**src/design/texture_layer_blend_assert.svh**
```systemverilog
// Assertion macros for the texture layer blend pipeline.
`ifndef TEXTURE_LAYER_BLEND_ASSERT_SVH
`define TEXTURE_LAYER_BLEND_ASSERT_SVH

`ifndef ASSERT_OFF
`define TLB_ASSERT(lbl, clk, rst, prop) \
   lbl: assert property (@(posedge clk) disable iff (rst) (prop)) \
      else $error("tlb assertion failed");
`define TLB_ASSERT_NEXT(lbl, clk, rst, ante, cons) \
   lbl: assert property (@(posedge clk) disable iff (rst) (ante) |=> (cons)) \
      else $error("tlb assertion failed");
`else
`define TLB_ASSERT(lbl, clk, rst, prop)
`define TLB_ASSERT_NEXT(lbl, clk, rst, ante, cons)
`endif

`endif

```
**src/design/tlb_pkg.sv**
```systemverilog
`default_nettype none
package tlb_pkg;

   localparam int FRAC_BITS   = 12;
   localparam int ONE         = 1 << FRAC_BITS;
   localparam int HALF        = 1 << (FRAC_BITS - 1);
   localparam int K_R         = (35 * ONE + 50) / 100;
   localparam int K_G         = (45 * ONE + 50) / 100;
   localparam int K_B         = (20 * ONE + 50) / 100;
   localparam int LANES       = 4;
   localparam int SCALAR_LANE = 3;

   // control_flags bit positions
   localparam int FL_NEG     = 0;
   localparam int FL_STENCIL = 1;
   localparam int FL_TOINT   = 2;
   localparam int FL_COLOR   = 3;
   localparam int FL_SCALAR  = 4;
   localparam int FL_ALPHA   = 5;
   localparam int FL_CIN     = 6;

   typedef logic signed [15:0] fix_type;
   typedef logic signed [39:0] wide_type;

   typedef enum logic [3:0] {
      MODE_MIX        = 4'd0,
      MODE_ADD        = 4'd1,
      MODE_MULTIPLY   = 4'd2,
      MODE_SUBTRACT   = 4'd3,
      MODE_SCREEN     = 4'd4,
      MODE_DIVIDE     = 4'd5,
      MODE_DIFFERENCE = 4'd6,
      MODE_DARKEN     = 4'd7,
      MODE_LIGHTEN    = 4'd8
   } mode_type;

   typedef enum logic [2:0] {
      CSR_BLEND_MODE    = 3'd0,
      CSR_CONTROL_FLAGS = 3'd1,
      CSR_COLOR_FACTOR  = 3'd2,
      CSR_VALUE_FACTOR  = 3'd3,
      CSR_DEFAULT_VALUE = 3'd4,
      CSR_DEFAULT_COLOR = 3'd5
   } csr_index_type;

   function automatic fix_type sat16(input wide_type v);
      if (v > 40'sd32767) begin
         return 16'sh7fff;
      end
      if (v < -40'sd32768) begin
         return 16'sh8000;
      end
      return v[15:0];
   endfunction

   function automatic fix_type addsat(input fix_type a, input fix_type b);
      return sat16(40'(a) + 40'(b));
   endfunction

   function automatic fix_type one_minus(input fix_type x);
      return sat16(40'(ONE) - 40'(x));
   endfunction

   // rounded half up, floor shift, saturate
   function automatic fix_type mulq(input fix_type a, input fix_type b);
      wide_type p;
      p = 40'(a) * 40'(b) + 40'(HALF);
      return sat16(p >>> FRAC_BITS);
   endfunction

   function automatic fix_type intensity(input fix_type r, input fix_type g, input fix_type b);
      wide_type p;
      p = 40'(K_R) * 40'(r) + 40'(K_G) * 40'(g) + 40'(K_B) * 40'(b) + 40'(HALF);
      return sat16(p >>> FRAC_BITS);
   endfunction

endpackage
`default_nettype wire

```
**src/design/tlb_div.sv**
```systemverilog
`default_nettype none
// Pipelined signed divide: abs/overflow, 8 quotient bits, 8 bits + sign.
// Result is num/den truncated toward zero and saturated; zero when den is zero.
module tlb_div (
   input  logic             clock,
   input  logic             en,
   input  logic [31:0]      num,
   input  tlb_pkg::fix_type den,
   output tlb_pkg::fix_type quo
);
   localparam int STEPS = 8;

   logic [31:0] n_abs;
   logic [15:0] d_abs;

   logic [31:0] a_n_ff;
   logic [15:0] a_d_ff;
   logic        a_neg_ff, a_ovf_ff, a_dz_ff;

   logic [15:0] b_r_ff, b_d_ff;
   logic [7:0]  b_q_ff, b_lo_ff;
   logic        b_neg_ff, b_ovf_ff, b_dz_ff;

   logic [15:0] rb, rc;
   logic [16:0] tb, tc;
   logic [7:0]  qb, qc;
   logic [15:0] qm;
   tlb_pkg::fix_type quo_in, quo_ff;

   always_comb begin
      n_abs = num[31] ? (~num + 32'd1) : num;
      d_abs = den[15] ? (~den + 16'd1) : den;
   end

   always_ff @(posedge clock) begin
      if (en) begin
         a_n_ff   <= n_abs;
         a_d_ff   <= d_abs;
         a_neg_ff <= num[31] ^ den[15];
         a_ovf_ff <= n_abs >= {d_abs, 16'h0000};
         a_dz_ff  <= d_abs == 16'd0;
      end
   end

   // restoring steps, upper quotient byte
   always_comb begin
      rb = a_n_ff[31:16];
      qb = '0;
      tb = '0;
      for (int i = 0; i < STEPS; i++) begin
         tb = {rb, a_n_ff[15 - i]};
         if (tb >= {1'b0, a_d_ff}) begin
            tb = tb - {1'b0, a_d_ff};
            qb[STEPS - 1 - i] = 1'b1;
         end
         rb = tb[15:0];
      end
   end

   always_ff @(posedge clock) begin
      if (en) begin
         b_r_ff   <= rb;
         b_d_ff   <= a_d_ff;
         b_q_ff   <= qb;
         b_lo_ff  <= a_n_ff[7:0];
         b_neg_ff <= a_neg_ff;
         b_ovf_ff <= a_ovf_ff;
         b_dz_ff  <= a_dz_ff;
      end
   end

   always_comb begin
      rc = b_r_ff;
      qc = '0;
      tc = '0;
      for (int i = 0; i < STEPS; i++) begin
         tc = {rc, b_lo_ff[STEPS - 1 - i]};
         if (tc >= {1'b0, b_d_ff}) begin
            tc = tc - {1'b0, b_d_ff};
            qc[STEPS - 1 - i] = 1'b1;
         end
         rc = tc[15:0];
      end
      qm = {b_q_ff, qc};
      if (b_dz_ff) begin
         quo_in = '0;
      end else if (!b_neg_ff) begin
         quo_in = (b_ovf_ff || qm[15]) ? 16'sh7fff : qm;
      end else begin
         quo_in = (b_ovf_ff || qm > 16'h8000) ? 16'sh8000 : (~qm + 16'd1);
      end
   end

   always_ff @(posedge clock) begin
      if (en) begin
         quo_ff <= quo_in;
      end
   end

   assign quo = quo_ff;
endmodule
`default_nettype wire

```
**config.mk**
```make
export PLATFORM = sky130hd
export DESIGN_NAME = tlb_div
export DESIGN_NICKNAME = d
export VERILOG_FILES = /design/src/design/texture_layer_blend_assert.svh /design/src/design/tlb_pkg.sv /design/src/design/tlb_div.sv
export SDC_FILE = /design/constraint.sdc
export NUM_CORES = 1
export LEC_CHECK = 0
export ABC_AREA = 1
export BUFFER_PORTS_ARGS = -buffer_cell sky130_fd_sc_hd__buf_2
export CORE_ASPECT_RATIO = 0.7
export CORE_MARGIN = 4
export CORE_UTILIZATION = 30
export CTS_CLUSTER_SIZE = 8
export DETAILED_ROUTE_END_ITERATION = 7
export PLACE_DENSITY_LB_ADDON = 0.08
export RECOVER_POWER = 100
export SYNTH_ARGS = -nofsm -noshare
export SYNTH_HDL_FRONTEND = slang
export SYNTH_SLANG_ARGS = --single-unit
```
**constraint.sdc**
```tcl
create_clock -name clock -period 20.3 [get_ports clock]
set_clock_uncertainty 0.1 [all_clocks]
set_input_delay 1.015 -clock clock [delete_from_list [all_inputs] [get_ports clock]]
set_output_delay 1.015 -clock clock [all_outputs]
set_load 0.03 [all_outputs]
```
Word level (Yosys, flattened, before mapping)
Index checks and enable logic that the tools add are counted.
- word-level logic and storage cells: 92
- register bits after elaboration: 118
- output and inout bits: 16
- input port bits: 50
- reductions and logical operators: 3
- magnitude comparators: 18
- add/sub/neg operators: 18
- bitwise gates (word level): 4
- muxes and demuxes: 36
- operators with widths (kind ; number):
    16-bit 2-to-1 mux ; 19
    17-bit by 16-bit greater-or-equal comparator with 1-bit output ; 16
    16-bit subtractor ; 15
    16-bit by 1-bit adder with 16-bit output, second input constant ; 2
    32-bit by 1-bit adder with 32-bit output, second input constant ; 1
    32-bit greater-or-equal comparator ; 1
    32-bit 2-to-1 mux ; 1
    16-bit NOT ; 2
    32-bit NOT ; 1
    16-bit > comparator, second input constant ; 1
    16-bit zero test ; 1
    1-bit 2-to-1 mux ; 16
    1-bit logical OR ; 2
    1-bit bitwise XOR ; 1

Logic depth before layout (Yosys ltp)
- depth in word-level cells: 20
- depth in mapped cells: 141
- mapped depth without buffers: 130

Least setup slack after synthesis
OpenSTA, ideal clock, no wires.
- path kind: reg2reg
- start point: reg a_d_ff[1]
- end point: reg b_r_ff[9], data pin
- arrival time: 17.994 ns
- setup time: 0.252 ns
- required time: 19.948 ns
- path buffers: 13
- stages on the path, launching flop included: 133
- setup slack: 1.953 ns
- clock period less this slack: 18.347 ns
- cells stage by stage: edfxtp_1 > inv_1 > ha_1 > nand3_1 > nand2_2 > nand2_1 > nand3_2 > and3_1 > o21ai_1 > nand2_1 > buf_6 > buf_2 > buf_4 > a21oi_1 > ha_1 > nand3_1 > nand2_1 > a21o_1 > [97 not listed] > a211oi_1 > o21ai_0 > a21oi_1 > inv_1 > a21oi_1 > o21ai_0 > a21oi_1 > o21bai_1 > nand3_1 > nand2_1 > a21o_1 > a21oi_1 > nor2_1 > nor3_1 > nand3_2 > buf_6 > nand2_1 > nand2_1
- word-level cells in the longest chain between the ends: 16
- elaborated cells on any way between the ends: 24
- classes of those cells: 8 x add/sub; 8 x order compare; 8 x mux
- ends and longest elaborated chain (what ; line ; source):
    start: declaration ; tlb_div.sv:17 ; logic [15:0] a_d_ff;
    start signal: assignment ; tlb_div.sv:38 ; a_d_ff <= d_abs;
    16-bit subtractor / 17-bit by 16-bit greater-or-equal comparator with 1-bit output (equally long branches) ; tlb_div.sv:53, tlb_div.sv:52 ;
    16-bit 2-to-1 mux ; tlb_div.sv:52 ; if (tb >= {1'b0, a_d_ff}) begin
    16-bit subtractor / 17-bit by 16-bit greater-or-equal comparator with 1-bit output (equally long branches) ; tlb_div.sv:53, tlb_div.sv:52 ;
    16-bit 2-to-1 mux ; tlb_div.sv:52 ;
    16-bit subtractor / 17-bit by 16-bit greater-or-equal comparator with 1-bit output (equally long branches) ; tlb_div.sv:53, tlb_div.sv:52 ;
    16-bit 2-to-1 mux ; tlb_div.sv:52 ;
    16-bit subtractor / 17-bit by 16-bit greater-or-equal comparator with 1-bit output (equally long branches) ; tlb_div.sv:53, tlb_div.sv:52 ;
    16-bit 2-to-1 mux ; tlb_div.sv:52 ;
    16-bit subtractor / 17-bit by 16-bit greater-or-equal comparator with 1-bit output (equally long branches) ; tlb_div.sv:53, tlb_div.sv:52 ;
    16-bit 2-to-1 mux ; tlb_div.sv:52 ;
    16-bit subtractor / 17-bit by 16-bit greater-or-equal comparator with 1-bit output (equally long branches) ; tlb_div.sv:53, tlb_div.sv:52 ;
    16-bit 2-to-1 mux ; tlb_div.sv:52 ;
    16-bit subtractor / 17-bit by 16-bit greater-or-equal comparator with 1-bit output (equally long branches) ; tlb_div.sv:53, tlb_div.sv:52 ;
    16-bit 2-to-1 mux ; tlb_div.sv:52 ;
    16-bit subtractor / 17-bit by 16-bit greater-or-equal comparator with 1-bit output (equally long branches) ; tlb_div.sv:53, tlb_div.sv:52 ;
    16-bit 2-to-1 mux * ; tlb_div.sv:52 ;
    via tb[9] ; tlb_div.sv:25 ; logic [16:0] tb, tc;
    end signal: assignment ; tlb_div.sv:62 ; b_r_ff <= rb;
    end: declaration ; tlb_div.sv:20 ; logic [15:0] b_r_ff, b_d_ff;
Mark *: on every way through the listed nets, which the timed path passes. The rest lies on a longest branch.
A chain may end at the register's enable or synchronous reset.

Final worst setup path
- start point: reg b_d_ff[3]
- end point: reg quo_ff[12] (netlist: quo[12]), data pin
- word-level cells in the longest chain between the ends: 20
- elaborated cells on any way between the ends: 36
- classes of those cells: 8 x add/sub; 9 x order compare; 17 x mux; 1 x bitwise; 1 x reduce/logical
- ends and longest elaborated chain (what ; line ; source):
    start: declaration ; tlb_div.sv:20 ;
    start signal: assignment ; tlb_div.sv:63 ; b_d_ff <= a_d_ff;
    16-bit subtractor / 17-bit by 16-bit greater-or-equal comparator with 1-bit output (equally long branches) ; tlb_div.sv:79, tlb_div.sv:78 ;
    16-bit 2-to-1 mux ; tlb_div.sv:78 ; if (tc >= {1'b0, b_d_ff}) begin
    16-bit subtractor / 17-bit by 16-bit greater-or-equal comparator with 1-bit output (equally long branches) ; tlb_div.sv:79, tlb_div.sv:78 ;
    16-bit 2-to-1 mux ; tlb_div.sv:78 ;
    16-bit subtractor / 17-bit by 16-bit greater-or-equal comparator with 1-bit output (equally long branches) ; tlb_div.sv:79, tlb_div.sv:78 ;
    16-bit 2-to-1 mux ; tlb_div.sv:78 ;
    16-bit subtractor / 17-bit by 16-bit greater-or-equal comparator with 1-bit output (equally long branches) ; tlb_div.sv:79, tlb_div.sv:78 ;
    16-bit 2-to-1 mux ; tlb_div.sv:78 ;
    [4 not listed] ; -- ;
    16-bit subtractor / 17-bit by 16-bit greater-or-equal comparator with 1-bit output (equally long branches) ; tlb_div.sv:79, tlb_div.sv:78 ;
    16-bit 2-to-1 mux ; tlb_div.sv:78 ;
    17-bit by 16-bit greater-or-equal comparator with 1-bit output ; tlb_div.sv:78 ;
    1-bit 2-to-1 mux ; tlb_div.sv:78 ;
    16-bit NOT / 16-bit > comparator (equally long branches) ; tlb_div.sv:90 ; quo_in = (b_ovf_ff || qm > 16'h8000) ? 16'sh8000 : (~qm + 16'd1);
    16-bit by 1-bit adder with 16-bit output / 1-bit logical OR (equally long branches) ; tlb_div.sv:90 ;
    16-bit 2-to-1 mux * ; tlb_div.sv:90 ;
    16-bit 2-to-1 mux * ; tlb_div.sv:87 ; end else if (!b_neg_ff) begin
    end signal: assignment ; tlb_div.sv:96 ; quo_ff <= quo_in;
    end: declaration ; tlb_div.sv:28 ; tlb_pkg::fix_type quo_in, quo_ff;
Mark *: on every way between the ends. The rest lies on a longest branch, timed or not.

==> out/qor.yml <==
netlist_area_um2: 19800
post-place-cells: 3942
die_x_um: 315
setup_slack_ns: 1.64
die_h_um: 223
ys_async_sr_fraction_pct: 0
std_cell_rows: 78
cts_tree: "yes"
initial_core_util_pct: 30.4
clock.fmax_ghz: 0.0536
synth_cells: 2888
io_buffers: 65
wl_um: 76800
post-dp-hpwl_um: 64200
syn2layout_area_growth_pct: 17.8
met3_usage_pct: 4.79
clock_tree.root_cell: "clkbuf_16"
finalSetupViolCount: 0
antenna_found_initial: 3
fin_crit_sh_pct: 91.9
cpPeakStageDelay_ns: 0.58
drive_gt1_share_pct: 13.3
cts.sinks: 118
ys_ff_latch: 118
path_common_cell: "nand2_1"
layout_min_cycle_time_ns: 18.66
track_usage_pct: 21.4
maxCapViolCount: 1
worstPathRequired_ns: 20.42
status: "finished with violations"
core_um2: 65100
hold_path.class: "reg -> reg"
drc_errors: 0
hold_buffers: 0
path_class: "reg -> reg"
clk_pin_slew_ns: 0.06
drt-wirelength-per-cell_um: 19.2
synth_top_area_share_pct: 17.9
busiest_layer: "met1"
gp_congestion: 0.919
grt_pass1_vias: 18500
finalHoldViolations: 0
synth_edf_count: 118
synth_top_area_cell: "edfxtp_1"
nNetsFinal: 3446
synth_warnings: 0
cp_max_fo: 20
avgSynthCellArea_um2: 6.85
pin_count: 66
synth_ff_type: "edfxtp_1"
end_kind: "flop"
seq_area_frac_synth_pct: 17.9
gr-usage-met2_pct: 28.0
arrival_ns: 18.78
first_pass_iters: 5
grt-ovfl-total: 0
drv_slew: 61
via_per_inst: 5.04
h-tree-depth: 4
clk_latency_ns: 0.46
synth.net_count: 3228
grtUsageMet1_pct: 34.6
numCtsBuffers: 17
worst_pin_slew_ns: 3.41
antenna_left: 0
layout.cells.non_filler: 4000
synth_top_cells_by_area: "edfxtp_1 (18%), ha_1 (17%), nand2_1 (13%)"
dp_slack_ns: -0.143
die_area_um2: 70200
hold_slack_ns: 0.322
max_slew_margin_pct: -128
vias: 20200
grt_pass1_wl_um: 114000
drt_iter0_markers: 1720
clockBufferDepth: 2
grt_max_degree: 61
violations: "max-capacitance violations, max-slew violations"
cp_slowest_cell: "o21ai_0"
synth_cell_types: 61
start_kind: "flop"
fin_util_pct: 35.8
==> cells in the mapped netlist (all sizes together), types with 6 or more instances <==
| cell | count |
|---|---|
| a21boi | 8 |
| a21o | 16 |
| a211oi | 6 |
| o211ai | 7 |
| o21ai | 261 |
| nand2 | 695 |
| nand3 | 140 |
| inv | 414 |
| clkbuf | 24 |
| xor2 | 141 |
| nor3 | 42 |
| nand3b | 9 |
| nor2 | 172 |
| and2 | 6 |
| a31oi | 13 |
| edfxtp | 118 |
| fa | 15 |
| buf | 25 |
| or2 | 14 |
| a221o | 6 |
| a21oi | 252 |
| nand4 | 44 |
| nor4 | 24 |
| o21bai | 27 |
| o21a | 14 |
| xnor2 | 98 |
| ha | 275 |
==> placed cells by master, fill, tap and decap left out, drive strengths merged, types with 42 or more instances in the layout <==
cell / instances
nand2: 695
inv: 414
ha: 275
o21ai: 261
a21oi: 252
buf: 222
nor2: 172
xor2: 141
nand3: 141
edfxtp: 118
xnor2: 98
nand4: 44
nor3: 42
==> layer usage <==
layer  wire [um]  part of all wire, %  up-vias
li1            -                    -    10200
met1       41400                   54     9345
met2       28300                   37      577
met3        5960                  7.8       64
met4        1200                  1.6        0
met5           0                    0        -
==> through the flow <==
stage | instance area (um^2) | setup TNS, ns
finish | 23300 | 0
global placement | 22200 | 0
detailed placement | 22200 | -2.11
CTS | 22800 | 0
global route | 23300 | -0.191
floorplan | 19800 | 0
==> final timing paths <==
path / start / endpoint / slack, ns / cells after the start
setup / recovery: b_d_ff[3] / quo[12] / 1.64 / 113
hold / removal: a_n_ff[6] / b_lo_ff[6] / 0.32 / 0
setup reg to reg: b_d_ff[3] / quo[12] / 1.64 / 113
hold reg to reg: a_n_ff[6] / b_lo_ff[6] / 0.32 / 0
==> cell type report <==
| cell class | instances | area, um^2 |
|---|---|---|
| fillers | 7016 | 41800 |
| multi-input cells | 2307 | 14700 |
| flip-flops and latches | 118 | 3540 |
| repair buffers | 245 | 1750 |
| inverters | 415 | 1610 |
| well taps | 880 | 1100 |
| clock buffers | 17 | 425 |
| clock inverters | 15 | 161 |
| repair inverters | 2 | 10.0 |
| diodes | 1 | 2.50 |
==> critical path, delay by kind of cell, from the launching register on <==
kind                     cells  cell delay (ns)
XOR/XNOR                     1             0.15
adder cells (fa/ha/maj)      9             2.57
flip-flops                   1             0.53
AO/OA/AOI/OAI               31             6.02
buffers and inverters       27             3.25
AND/OR/NAND/NOR             45             5.72
==> logic make-up (layout without fill, tap and decap cells) <==
| group | count (synthesis) | count (layout) | synth area share (%) |
|---|---|---|---|
| other | 0 | 1 | 0 |
| adder cells (fa/ha/maj) | 290 | 290 | 18.9 |
| multiplexers | 1 | 1 | 0.0569 |
| XOR/XNOR | 239 | 239 | 10.6 |
| AO/OA/AOI/OAI | 626 | 626 | 17.5 |
| buffers and inverters | 464 | 694 | 9.30 |
| flip-flops | 118 | 118 | 17.9 |
| AND/OR/NAND/NOR | 1150 | 1151 | 25.8 |
==> registers in the layout (all words and copies together), names as in the netlist <==
signal	cells
b_dz_ff	1
a_ovf_ff	1
a_dz_ff	1
b_q_ff	8
b_r_ff	16
a_n_ff	32
b_neg_ff	1
b_ovf_ff	1
b_lo_ff	8
quo	16
b_d_ff	16
a_neg_ff	1
a_d_ff	16
==> repair_timing <==
action | CTS | global route
buffers inserted | 0 | 22
pin swaps | 0 | 14
resized for setup | 1 | 122
setup endpoints to repair | 17 | 33
cloned | 0 | 3
Power is not shown: default switching activity piles up to over one toggle a cycle in this logic, so the estimate is an artifact.
